File: src/hw/rtl/hsv_pkg.sv
// hsv_pkg: shared types and constants for the hsv threshold pixel vote block
// no dependencies

package hsv_pkg;

	typedef struct packed {
		logic       last_pixel;
		logic [7:0] blue;
		logic [7:0] green;
		logic [7:0] red;
	} pixel_t;

	typedef struct packed {
		logic [15:0] disqualified_total;
		logic [15:0] accepted_total;
		logic [15:0] qualified_total;
		logic [1:0]  verdict;
	} vote_t;

	typedef enum logic [1:0] {
		CLS_NONE  = 2'd0,
		CLS_QUAL  = 2'd1,
		CLS_ACC   = 2'd2,
		CLS_DISQ  = 2'd3
	} cls_t;

	// classified sample passed from front to back
	typedef struct packed {
		logic last_pixel;
		cls_t cls;
	} tok_t;

	localparam logic [1:0] VERDICT_QUAL = 2'd0;
	localparam logic [1:0] VERDICT_ACC  = 2'd1;
	localparam logic [1:0] VERDICT_DISQ = 2'd2;

	localparam logic [1:0] REG_QUAL_BOX  = 2'd0;
	localparam logic [1:0] REG_ACC_BOX   = 2'd1;
	localparam logic [1:0] REG_DISQ_CEIL = 2'd2;
	localparam logic [1:0] REG_STRIDE    = 2'd3;

	localparam logic [47:0] QUAL_BOX_RST  = 48'd280723345917475;
	localparam logic [47:0] ACC_BOX_RST   = 48'd231158667027215;
	localparam logic [23:0] DISQ_CEIL_RST = 24'd5258255;
	localparam logic [7:0]  STRIDE_RST    = 8'd5;

endpackage

File: src/hw/rtl/hsv_divider.sv
// hsv_divider: restoring divider, one quotient bit per cycle, quotient <= 8 bits
// depends on nothing

module hsv_divider (
	input  logic        clk,
	input  logic        arst_n,
	input  logic        start,
	input  logic [15:0] num,
	input  logic [7:0]  den,
	output logic        busy,
	output logic        done,
	output logic [7:0]  quo
);
	logic [15:0] rem_q;
	logic [7:0]  den_q;
	logic [3:0]  cnt_q;
	logic        busy_q;
	logic [16:0] trial;

	assign trial = {rem_q, 1'b0} - {1'b0, den_q, 8'd0};
	assign busy  = busy_q;
	assign done  = busy_q && (cnt_q == 4'd0);

	always_ff @(posedge clk or negedge arst_n) begin
		if (!arst_n) begin
			busy_q <= 1'b0;
			cnt_q  <= '0;
		end else if (start) begin
			busy_q <= 1'b1;
			cnt_q  <= 4'd8;
		end else if (busy_q) begin
			if (cnt_q == 4'd0) busy_q <= 1'b0;
			else cnt_q <= cnt_q - 4'd1;
		end
	end

	always_ff @(posedge clk) begin
		if (start) begin
			rem_q <= num;
			den_q <= den;
			quo   <= '0;
		end else if (busy_q && cnt_q != 4'd0) begin
			if (!trial[16]) rem_q <= trial[15:0];
			else rem_q <= {rem_q[14:0], 1'b0};
			quo <= {quo[6:0], ~trial[16]};
		end
	end
endmodule

File: src/hw/rtl/hsv_front.sv
// hsv_front: samples pixels, converts to hsv and classifies against the boxes
// depends on hsv_pkg, hsv_divider

module hsv_front
	import hsv_pkg::*;
(
	input  logic        clk,
	input  logic        arst_n,
	input  logic        push,
	output logic        full,
	input  pixel_t      pix,
	input  logic [47:0] qual_box,
	input  logic [47:0] acc_box,
	input  logic [23:0] disq_ceil,
	input  logic [7:0]  stride,
	output logic        tok_valid,
	output tok_t        tok,
	input  logic        tok_ready
);
	typedef enum logic [2:0] {F_IDLE, F_SAT, F_HUE, F_CLS, F_OUT} fstate_t;

	fstate_t     state_q, state_d;
	logic [7:0]  phase_q;
	logic [7:0]  r_q, g_q, b_q, mx_q, d_q, s_q, h_q;
	logic        last_q;
	logic        samp_q;
	tok_t        tok_q;
	logic [7:0]  mx, mn;
	logic [15:0] hnum;
	logic        div_start, div_busy, div_done;
	logic [15:0] div_num;
	logic [7:0]  div_den, div_quo;
	logic [7:0]  eff_stride, phase_nx;
	logic        accept;
	logic        in_q, in_a, in_d;

	assign accept = push && !full;
	assign eff_stride = (stride == 8'd0) ? 8'd1 : stride;
	assign phase_nx = (phase_q + 8'd1 >= eff_stride) ? 8'd0 : phase_q + 8'd1;

	always_comb begin
		mx = pix.red;
		if (pix.green > mx) mx = pix.green;
		if (pix.blue > mx) mx = pix.blue;
		mn = pix.red;
		if (pix.green < mn) mn = pix.green;
		if (pix.blue < mn) mn = pix.blue;
	end

	// half-degree hue numerator
	always_comb begin
		if (r_q >= mx_q) begin
			if (g_q >= b_q) hnum = 16'd30 * {8'd0, g_q - b_q};
			else hnum = 16'd180 * {8'd0, d_q} - 16'd30 * {8'd0, b_q - g_q};
		end else if (g_q >= mx_q) begin
			hnum = 16'd60 * {8'd0, d_q} + 16'd30 * {8'd0, b_q} - 16'd30 * {8'd0, r_q};
		end else begin
			hnum = 16'd120 * {8'd0, d_q} + 16'd30 * {8'd0, r_q} - 16'd30 * {8'd0, g_q};
		end
	end

	assign div_num = (state_q == F_SAT && !div_busy) ? 16'd255 * {8'd0, d_q} : hnum;
	assign div_den = (state_q == F_SAT && !div_busy) ? mx_q : d_q;

	hsv_divider u_div (
		.clk(clk), .arst_n(arst_n), .start(div_start), .num(div_num), .den(div_den),
		.busy(div_busy), .done(div_done), .quo(div_quo)
	);

	assign in_q = h_q >= qual_box[7:0] && h_q <= qual_box[15:8] &&
		s_q >= qual_box[23:16] && s_q <= qual_box[31:24] &&
		mx_q >= qual_box[39:32] && mx_q <= qual_box[47:40];
	assign in_a = h_q >= acc_box[7:0] && h_q <= acc_box[15:8] &&
		s_q >= acc_box[23:16] && s_q <= acc_box[31:24] &&
		mx_q >= acc_box[39:32] && mx_q <= acc_box[47:40];
	assign in_d = h_q <= disq_ceil[7:0] && s_q <= disq_ceil[15:8] && mx_q <= disq_ceil[23:16];

	assign full = (state_q != F_IDLE);
	assign tok_valid = (state_q == F_OUT);
	assign tok = tok_q;

	always_comb begin
		state_d = state_q;
		div_start = 1'b0;
		case (state_q)
			F_IDLE: if (accept) state_d = F_SAT;
			F_SAT: begin
				if (d_q == 8'd0) state_d = F_CLS;
				else if (!div_busy) div_start = 1'b1;
				else if (div_done) begin
					div_start = 1'b1;
					state_d = F_HUE;
				end
			end
			F_HUE: if (div_done) state_d = F_CLS;
			F_CLS: state_d = F_OUT;
			F_OUT: if (tok_ready) state_d = F_IDLE;
			default: state_d = F_IDLE;
		endcase
	end

	always_ff @(posedge clk or negedge arst_n) begin
		if (!arst_n) begin
			state_q <= F_IDLE;
			phase_q <= '0;
		end else begin
			state_q <= state_d;
			if (accept) phase_q <= pix.last_pixel ? 8'd0 : phase_nx;
		end
	end

	always_ff @(posedge clk) begin
		if (accept) begin
			r_q <= pix.red;
			g_q <= pix.green;
			b_q <= pix.blue;
			mx_q <= mx;
			d_q <= mx - mn;
			s_q <= '0;
			h_q <= '0;
			last_q <= pix.last_pixel;
			tok_q.cls <= CLS_NONE;
			tok_q.last_pixel <= pix.last_pixel;
			// skip hsv work on pixels off the sampling phase
			if (phase_q != 8'd0) d_q <= '0;
		end
		if (state_q == F_SAT && div_done) s_q <= div_quo;
		if (state_q == F_HUE && div_done) h_q <= div_quo;
		if (state_q == F_CLS) begin
			tok_q.last_pixel <= last_q;
			if (!samp_q) tok_q.cls <= CLS_NONE;
			else if (in_q) tok_q.cls <= CLS_QUAL;
			else if (in_a) tok_q.cls <= CLS_ACC;
			else if (in_d) tok_q.cls <= CLS_DISQ;
			else tok_q.cls <= CLS_NONE;
		end
	end

	always_ff @(posedge clk) begin
		if (accept) samp_q <= (phase_q == 8'd0);
	end

	assert property (@(posedge clk) disable iff (!arst_n)
		tok_valid && !tok_ready |=> tok_valid && $stable(tok_q))
		else $error("front token changed while stalled");
	assert property (@(posedge clk) disable iff (!arst_n)
		accept |=> full)
		else $error("front took a pixel without going busy");
	assert property (@(posedge clk) disable iff (!arst_n)
		accept && pix.last_pixel |=> phase_q == 8'd0)
		else $error("phase not cleared at frame end");
endmodule

File: src/hw/rtl/hsv_back.sv
// hsv_back: token queue, saturating tallies and verdict output register
// depends on hsv_pkg

module hsv_back
	import hsv_pkg::*;
#(
	parameter int COUNT_WIDTH = 16
) (
	input  logic  clk,
	input  logic  arst_n,
	input  logic  tok_valid,
	input  tok_t  tok,
	output logic  tok_ready,
	output logic  empty,
	input  logic  pop,
	output vote_t vote
);
	localparam logic [COUNT_WIDTH-1:0] CMAX = '1;

	tok_t [1:0] fifo_q;
	logic [1:0] cnt_q;
	logic       wr_ptr_q, rd_ptr_q;
	logic [COUNT_WIDTH-1:0] qt_q, at_q, dt_q, qn, an, dn;
	logic       out_valid_q;
	vote_t      vote_q;
	logic       do_wr, do_rd;
	tok_t       head;

	assign tok_ready = (cnt_q != 2'd2);
	assign do_wr = tok_valid && tok_ready;
	assign head = fifo_q[rd_ptr_q];
	// a frame-end token waits until the output register is free
	assign do_rd = (cnt_q != 2'd0) && !(head.last_pixel && out_valid_q && !pop);
	assign empty = !out_valid_q;
	assign vote = vote_q;

	always_comb begin
		qn = qt_q;
		an = at_q;
		dn = dt_q;
		case (head.cls)
			CLS_QUAL: if (qt_q != CMAX) qn = qt_q + 1'b1;
			CLS_ACC:  if (at_q != CMAX) an = at_q + 1'b1;
			CLS_DISQ: if (dt_q != CMAX) dn = dt_q + 1'b1;
			default: ;
		endcase
	end

	always_ff @(posedge clk or negedge arst_n) begin
		if (!arst_n) begin
			cnt_q <= '0;
			wr_ptr_q <= 1'b0;
			rd_ptr_q <= 1'b0;
			qt_q <= '0;
			at_q <= '0;
			dt_q <= '0;
			out_valid_q <= 1'b0;
		end else begin
			cnt_q <= cnt_q + {1'b0, do_wr} - {1'b0, do_rd};
			if (do_wr) wr_ptr_q <= ~wr_ptr_q;
			if (do_rd) begin
				rd_ptr_q <= ~rd_ptr_q;
				if (head.last_pixel) begin
					qt_q <= '0;
					at_q <= '0;
					dt_q <= '0;
				end else begin
					qt_q <= qn;
					at_q <= an;
					dt_q <= dn;
				end
			end
			if (do_rd && head.last_pixel) out_valid_q <= 1'b1;
			else if (pop) out_valid_q <= 1'b0;
		end
	end

	always_ff @(posedge clk) begin
		if (do_wr) fifo_q[wr_ptr_q] <= tok;
		if (do_rd && head.last_pixel) begin
			if (qn >= an && qn >= dn) vote_q.verdict <= VERDICT_QUAL;
			else if (an >= dn) vote_q.verdict <= VERDICT_ACC;
			else vote_q.verdict <= VERDICT_DISQ;
			vote_q.qualified_total    <= 16'(qn);
			vote_q.accepted_total     <= 16'(an);
			vote_q.disqualified_total <= 16'(dn);
		end
	end

	assert property (@(posedge clk) disable iff (!arst_n) cnt_q <= 2'd2)
		else $error("token queue overflow");
	assert property (@(posedge clk) disable iff (!arst_n)
		do_rd && head.last_pixel |=> qt_q == '0 && at_q == '0 && dt_q == '0)
		else $error("tallies not cleared after frame");
	assert property (@(posedge clk) disable iff (!arst_n)
		!empty && !pop |=> !empty && $stable(vote_q))
		else $error("result dropped while stalled");
endmodule

File: src/hw/rtl/hsv_threshold_pixel_vote.sv
// hsv_threshold_pixel_vote: top level, config registers, front and back parts
// depends on hsv_pkg, hsv_front, hsv_back
//
// Pixels come in on a queue-style port: an item transfers when push is high
// and full is low. The frame result (verdict and three totals) leaves on a
// second queue-style port: it is valid while empty is low and transfers when
// pop is high. Only the last pixel of a frame yields a result.
// A front unit takes one pixel at a time; colored samples use the shared
// one-bit-per-cycle divider for saturation and then hue, while off-phase
// and gray samples skip it. A two-entry token queue feeds the back unit
// that updates tallies, so the front keeps working while the result register
// waits for pop. Once that register and the queue are both full, full stays
// high until pop. Reset clears phase, tallies and queues and loads the
// default thresholds. Registers are written through cfg_we/cfg_idx/cfg_data
// only while idle; the user must keep to this, the block does not enforce it.

module hsv_threshold_pixel_vote
	import hsv_pkg::*;
#(
	parameter int COUNT_WIDTH = 16
) (
	input  logic        clk,
	input  logic        arst_n,
	input  logic        push,
	output logic        full,
	input  pixel_t      pixel,
	output logic        empty,
	input  logic        pop,
	output vote_t       result,
	input  logic        cfg_we,
	input  logic [1:0]  cfg_idx,
	input  logic [47:0] cfg_data
);
	logic [47:0] qual_box_q, acc_box_q;
	logic [23:0] disq_ceil_q;
	logic [7:0]  stride_q;
	logic        tok_valid, tok_ready;
	tok_t        tok;

	always_ff @(posedge clk or negedge arst_n) begin
		if (!arst_n) begin
			qual_box_q  <= QUAL_BOX_RST;
			acc_box_q   <= ACC_BOX_RST;
			disq_ceil_q <= DISQ_CEIL_RST;
			stride_q    <= STRIDE_RST;
		end else if (cfg_we) begin
			case (cfg_idx)
				REG_QUAL_BOX:  qual_box_q  <= cfg_data;
				REG_ACC_BOX:   acc_box_q   <= cfg_data;
				REG_DISQ_CEIL: disq_ceil_q <= cfg_data[23:0];
				REG_STRIDE:    stride_q    <= cfg_data[7:0];
				default: ;
			endcase
		end
	end

	hsv_front u_front (
		.clk(clk), .arst_n(arst_n), .push(push), .full(full), .pix(pixel),
		.qual_box(qual_box_q), .acc_box(acc_box_q), .disq_ceil(disq_ceil_q),
		.stride(stride_q), .tok_valid(tok_valid), .tok(tok), .tok_ready(tok_ready)
	);

	hsv_back #(.COUNT_WIDTH(COUNT_WIDTH)) u_back (
		.clk(clk), .arst_n(arst_n), .tok_valid(tok_valid), .tok(tok),
		.tok_ready(tok_ready), .empty(empty), .pop(pop), .vote(result)
	);
endmodule

File: config.mk
export PLATFORM = sky130hd
export DESIGN_NAME = hsv_threshold_pixel_vote
export DESIGN_NICKNAME = d
export VERILOG_FILES = /design/src/hw/rtl/hsv_pkg.sv /design/src/hw/rtl/hsv_divider.sv /design/src/hw/rtl/hsv_front.sv /design/src/hw/rtl/hsv_back.sv /design/src/hw/rtl/hsv_threshold_pixel_vote.sv
export SDC_FILE = /design/constraint.sdc
export NUM_CORES = 1
export LEC_CHECK = 0
export BUFFER_PORTS_ARGS = -buffer_cell sky130_fd_sc_hd__buf_4
export CAP_MARGIN = 20
export CORE_UTILIZATION = 55
export CTS_BUF_LIST = sky130_fd_sc_hd__clkbuf_4 sky130_fd_sc_hd__clkbuf_8
export DETAILED_ROUTE_END_ITERATION = 12
export HOLD_SLACK_MARGIN = 0.1
export PLACE_DENSITY = 0.71
export SETUP_SLACK_MARGIN = 0.4
export SYNTH_ARGS = -nofsm -noshare
export SYNTH_HDL_FRONTEND = slang
export SYNTH_HIERARCHICAL = 1
export SYNTH_SLANG_ARGS = --single-unit
File: constraint.sdc
create_clock -name clk -period 7.2 [get_ports clk]
set_input_delay 0 -clock clk [delete_from_list [all_inputs] [get_ports clk]]
set_output_delay 0 -clock clk [all_outputs]
set_load 0.1 [all_outputs]
==> results.sh <==
export IMPL_synth_top_area_share_pct=18.4
export IMPL_finalSetupViolations=0
export IMPL_yosys_area_share_adder_pct=27.1
export IMPL_critPathArrivalTime_ns=6.81
export IMPL_synthSimpleGateAreaFrac_pct=9.66
export IMPL_synthTopCellsByCount="ha_1 (444), inv_1 (435), nand2_1 (179), a21oi_1 (150), o21ai_0 (149)"
export IMPL_hold_end="acc_box_q[18]"
export IMPL_clock_sinks=346
export IMPL_critPathMaxStageDelay_ns=0.54
export IMPL_min_from="cfg_data[18]"
export IMPL_ys_flop_type="edfxtp_1"
export IMPL_drive_above_1_share_pct=15.1
export IMPL_ys_top_cells_by_area="ha_1 (18%), edfxtp_1 (14%), dfrtp_1 (11%)"
export IMPL_hold_depth=3
export IMPL_coreArea_mm2=0.0540
export IMPL_vias_per_cell=5.67
export IMPL_slew_headroom_pct=18.4
export IMPL_path_class="register to register"
export IMPL_synthCells=2982
export IMPL_drc=0
export IMPL_dieArea_mm2=0.0558
export IMPL_nets=3941
export IMPL_gp_congestion=0.936
export IMPL_ant_nets=0
export IMPL_synth_cell_types=99
export IMPL_synthArstFlopShare_pct=56.9
export IMPL_hold_class="input pin to register"
export IMPL_timing_final_crit_period_ns=6.37
export IMPL_synth_warnings=6
export IMPL_grt_max_degree=76
export IMPL_path_clk_slew_ns=0.07
export IMPL_critPathCaptureType="register"
export IMPL_reg2reg_from="u_front/b_q[0]"
export IMPL_drt_iter0_markers=1362
export IMPL_seq_area_frac_synth_pct=31.2
export IMPL_nFillCells=4231
export IMPL_std_cell_rows=85
export IMPL_tightest_slew_ns=1.22
export IMPL_slowest_stage="fa_1"
export IMPL_drt_total_wl_um=75600
export IMPL_cts_tree="yes"
export IMPL_required_ns=7.65
export IMPL_worstSetupStartpointType="register"
export IMPL_grt_use_total_pct=27.5
export IMPL_via_count=22900
export IMPL_final_area_mm2=0.0348
export IMPL_postLayoutCoreUtil_pct=64.4
export IMPL_wire_per_inst_um=18.7
export IMPL_synth_top_family_by_area="adder cells"
export IMPL_clock_skew_ns=0.0337
export IMPL_dpl_hpwl_um=55700
export IMPL_htreeDepth=2
export IMPL_syn_area_per_cell_um2=10.1
export IMPL_initial_core_util_pct=55.8
export IMPL_root_buffer="clkbuf_8"
export IMPL_die_w_um=236
export IMPL_crit_fanout=5
export IMPL_synth_nets=3636
export IMPL_grt_pass1_vias=23800
export IMPL_grt_first_pass_wirelength_um=123000
export IMPL_syn_area_mm2=0.0302
export IMPL_io_pins=132
export IMPL_r2r_cells=28
export IMPL_clock_latency_ns=0.69
export IMPL_placed_cell_area_mm2=0.0319
export IMPL_muxShareOfSynthArea_pct=6.76
export IMPL_die_h_um=236
export IMPL_firstDrtPassIters=5
export IMPL_status="complete, no violations"
export IMPL_fmax_ghz=0.157
export IMPL_clockBufferDepth=3
export IMPL_hold_ws_ns=0.127
export IMPL_cts_buffers=60
export IMPL_synth_edf_count=141
export IMPL_finalCritPeriodShare_pct=88.4
export IMPL_rsz0062_at_grt="false"
export IMPL_antenna_found_initial=1
export IMPL_finalHoldViolCount=0
export IMPL_portBuffers=131
export IMPL_yosys_cell_count_top_type="ha_1"
export IMPL_yosys_area_top_type="ha_1"
export IMPL_max_cap_violations=0
export IMPL_finalSetupTns_ns=0
export IMPL_reg2reg_slack_ns=0.83
export IMPL_drv_slew=0
export IMPL_synth_compound_area_share_pct=13.4
export IMPL_r2r_end="u_front/u_div/rem_q[15]"
export IMPL_synth_xor_area_share_pct=5.49
export IMPL_synth_seq_cells=346
export IMPL_syn_to_final_growth_pct=15.5
export IMPL_gr_total_overflow=0
## stage by stage
| stage | std cells | setup slack [ns] |
|---|---|---|
| 6_report | 4036 | 0.834 |
| 5_1_grt | 4036 | 0.417 |
| 4_1_cts | 4027 | 0.694 |
| 3_5_place_dp | 3765 | 0.727 |
| 3_3_place_gp | 3765 | 0.939 |
| 2_1_floorplan | 2982 | 1.44 |
## critical path: cells and delay by family, from the launching register on
| family | cells | cell delay (ns) |
|---|---|---|
| flops | 1 | 0.50 |
| buf+inv | 4 | 0.30 |
| compound gates | 12 | 1.95 |
| simple gates | 2 | 0.18 |
| xor+xnor | 4 | 0.80 |
| fa+ha+maj | 6 | 2.39 |
## final cells by class
cell class | count | area [µm²] | area share, %
Antenna cell | 1 | 2.50 | 0.00719
Clock inverter | 34 | 324 | 0.931
Tap cell | 696 | 871 | 2.50
Inverter | 435 | 1630 | 4.69
Sequential cell | 346 | 9400 | 27.0
Multi-Input combinational cell | 2138 | 18900 | 54.1
Clock buffer | 80 | 1010 | 2.89
Timing Repair Buffer | 306 | 2730 | 7.84
## layout by cell type (no fill, tap or decap), types with 31 or more instances in the layout
master and n:
fa_1 130, mux2_2 129, dfstp_2 61, nand3_1 47, inv_1 434, xor2_1 76, nand2b_1 33, ha_1 444
o21ai_0 149, buf_4 154, a21oi_1 150, a21o_1 79, nor2_1 112, clkbuf_8 66, xnor2_1 104, nor3_1 31
nand2_1 179, nor2b_1 33, edfxtp_1 141, dlygate4sd3_1 147, o21a_1 39, dfrtp_1 136, mux2i_1 35
## logic make-up (layout without fill, tap and decap cells)
family / Yosys count / in the layout
AOI/OAI and AO/OA: 617 / 617
and+or+nand+nor: 576 / 576
adders and majority gates: 574 / 574
buffers and inverters: 498 / 855
DFF: 346 / 346
xor gates and xnor gates: 186 / 186
muxes: 185 / 185
other: 0 / 1
## per-layer routing
layer	share of wire, %	GRT usage [%]
met4	3.1	9.88
met3	4.3	3.41
met1	43	35.1
met2	50	47.8
met5	0	0
## state kept, by name (all words and copies together) (netlist names), 16 cells and up
name and cells:
acc_box_q 48, disq_ceil_q 24, qual_box_q 48, u_back/at_q 16, u_back/dt_q 16, u_back/qt_q 16, u_back/vote 50, u_front/u_div/rem_q 16
## worst max-delay path by stage
stage | from | endpoint | slack [ns]
2_1_floorplan | u_front/g_q[2] | u_front/u_div/rem_q[15] | 1.44
3_3_place_gp | u_front/b_q[0] | u_front/u_div/rem_q[13] | 0.94
3_5_place_dp | u_front/g_q[2] | u_front/u_div/rem_q[15] | 0.73
4_1_cts | u_front/g_q[2] | u_front/u_div/rem_q[15] | 0.69
5_1_grt | u_front/b_q[0] | u_front/u_div/rem_q[15] | 0.42
6_report | u_front/b_q[0] | u_front/u_div/rem_q[15] | 0.83
## what timing repair did
item	in CTS	in global routing
endpoints found under the setup margin	0	2
endpoints found under the hold margin	298	0
hold buffers	148	0
resized for setup	0	4
buffers inserted	0	5
Power is not shown: default switching activity piles up to over one toggle a cycle in this logic, so the estimate is an artifact.
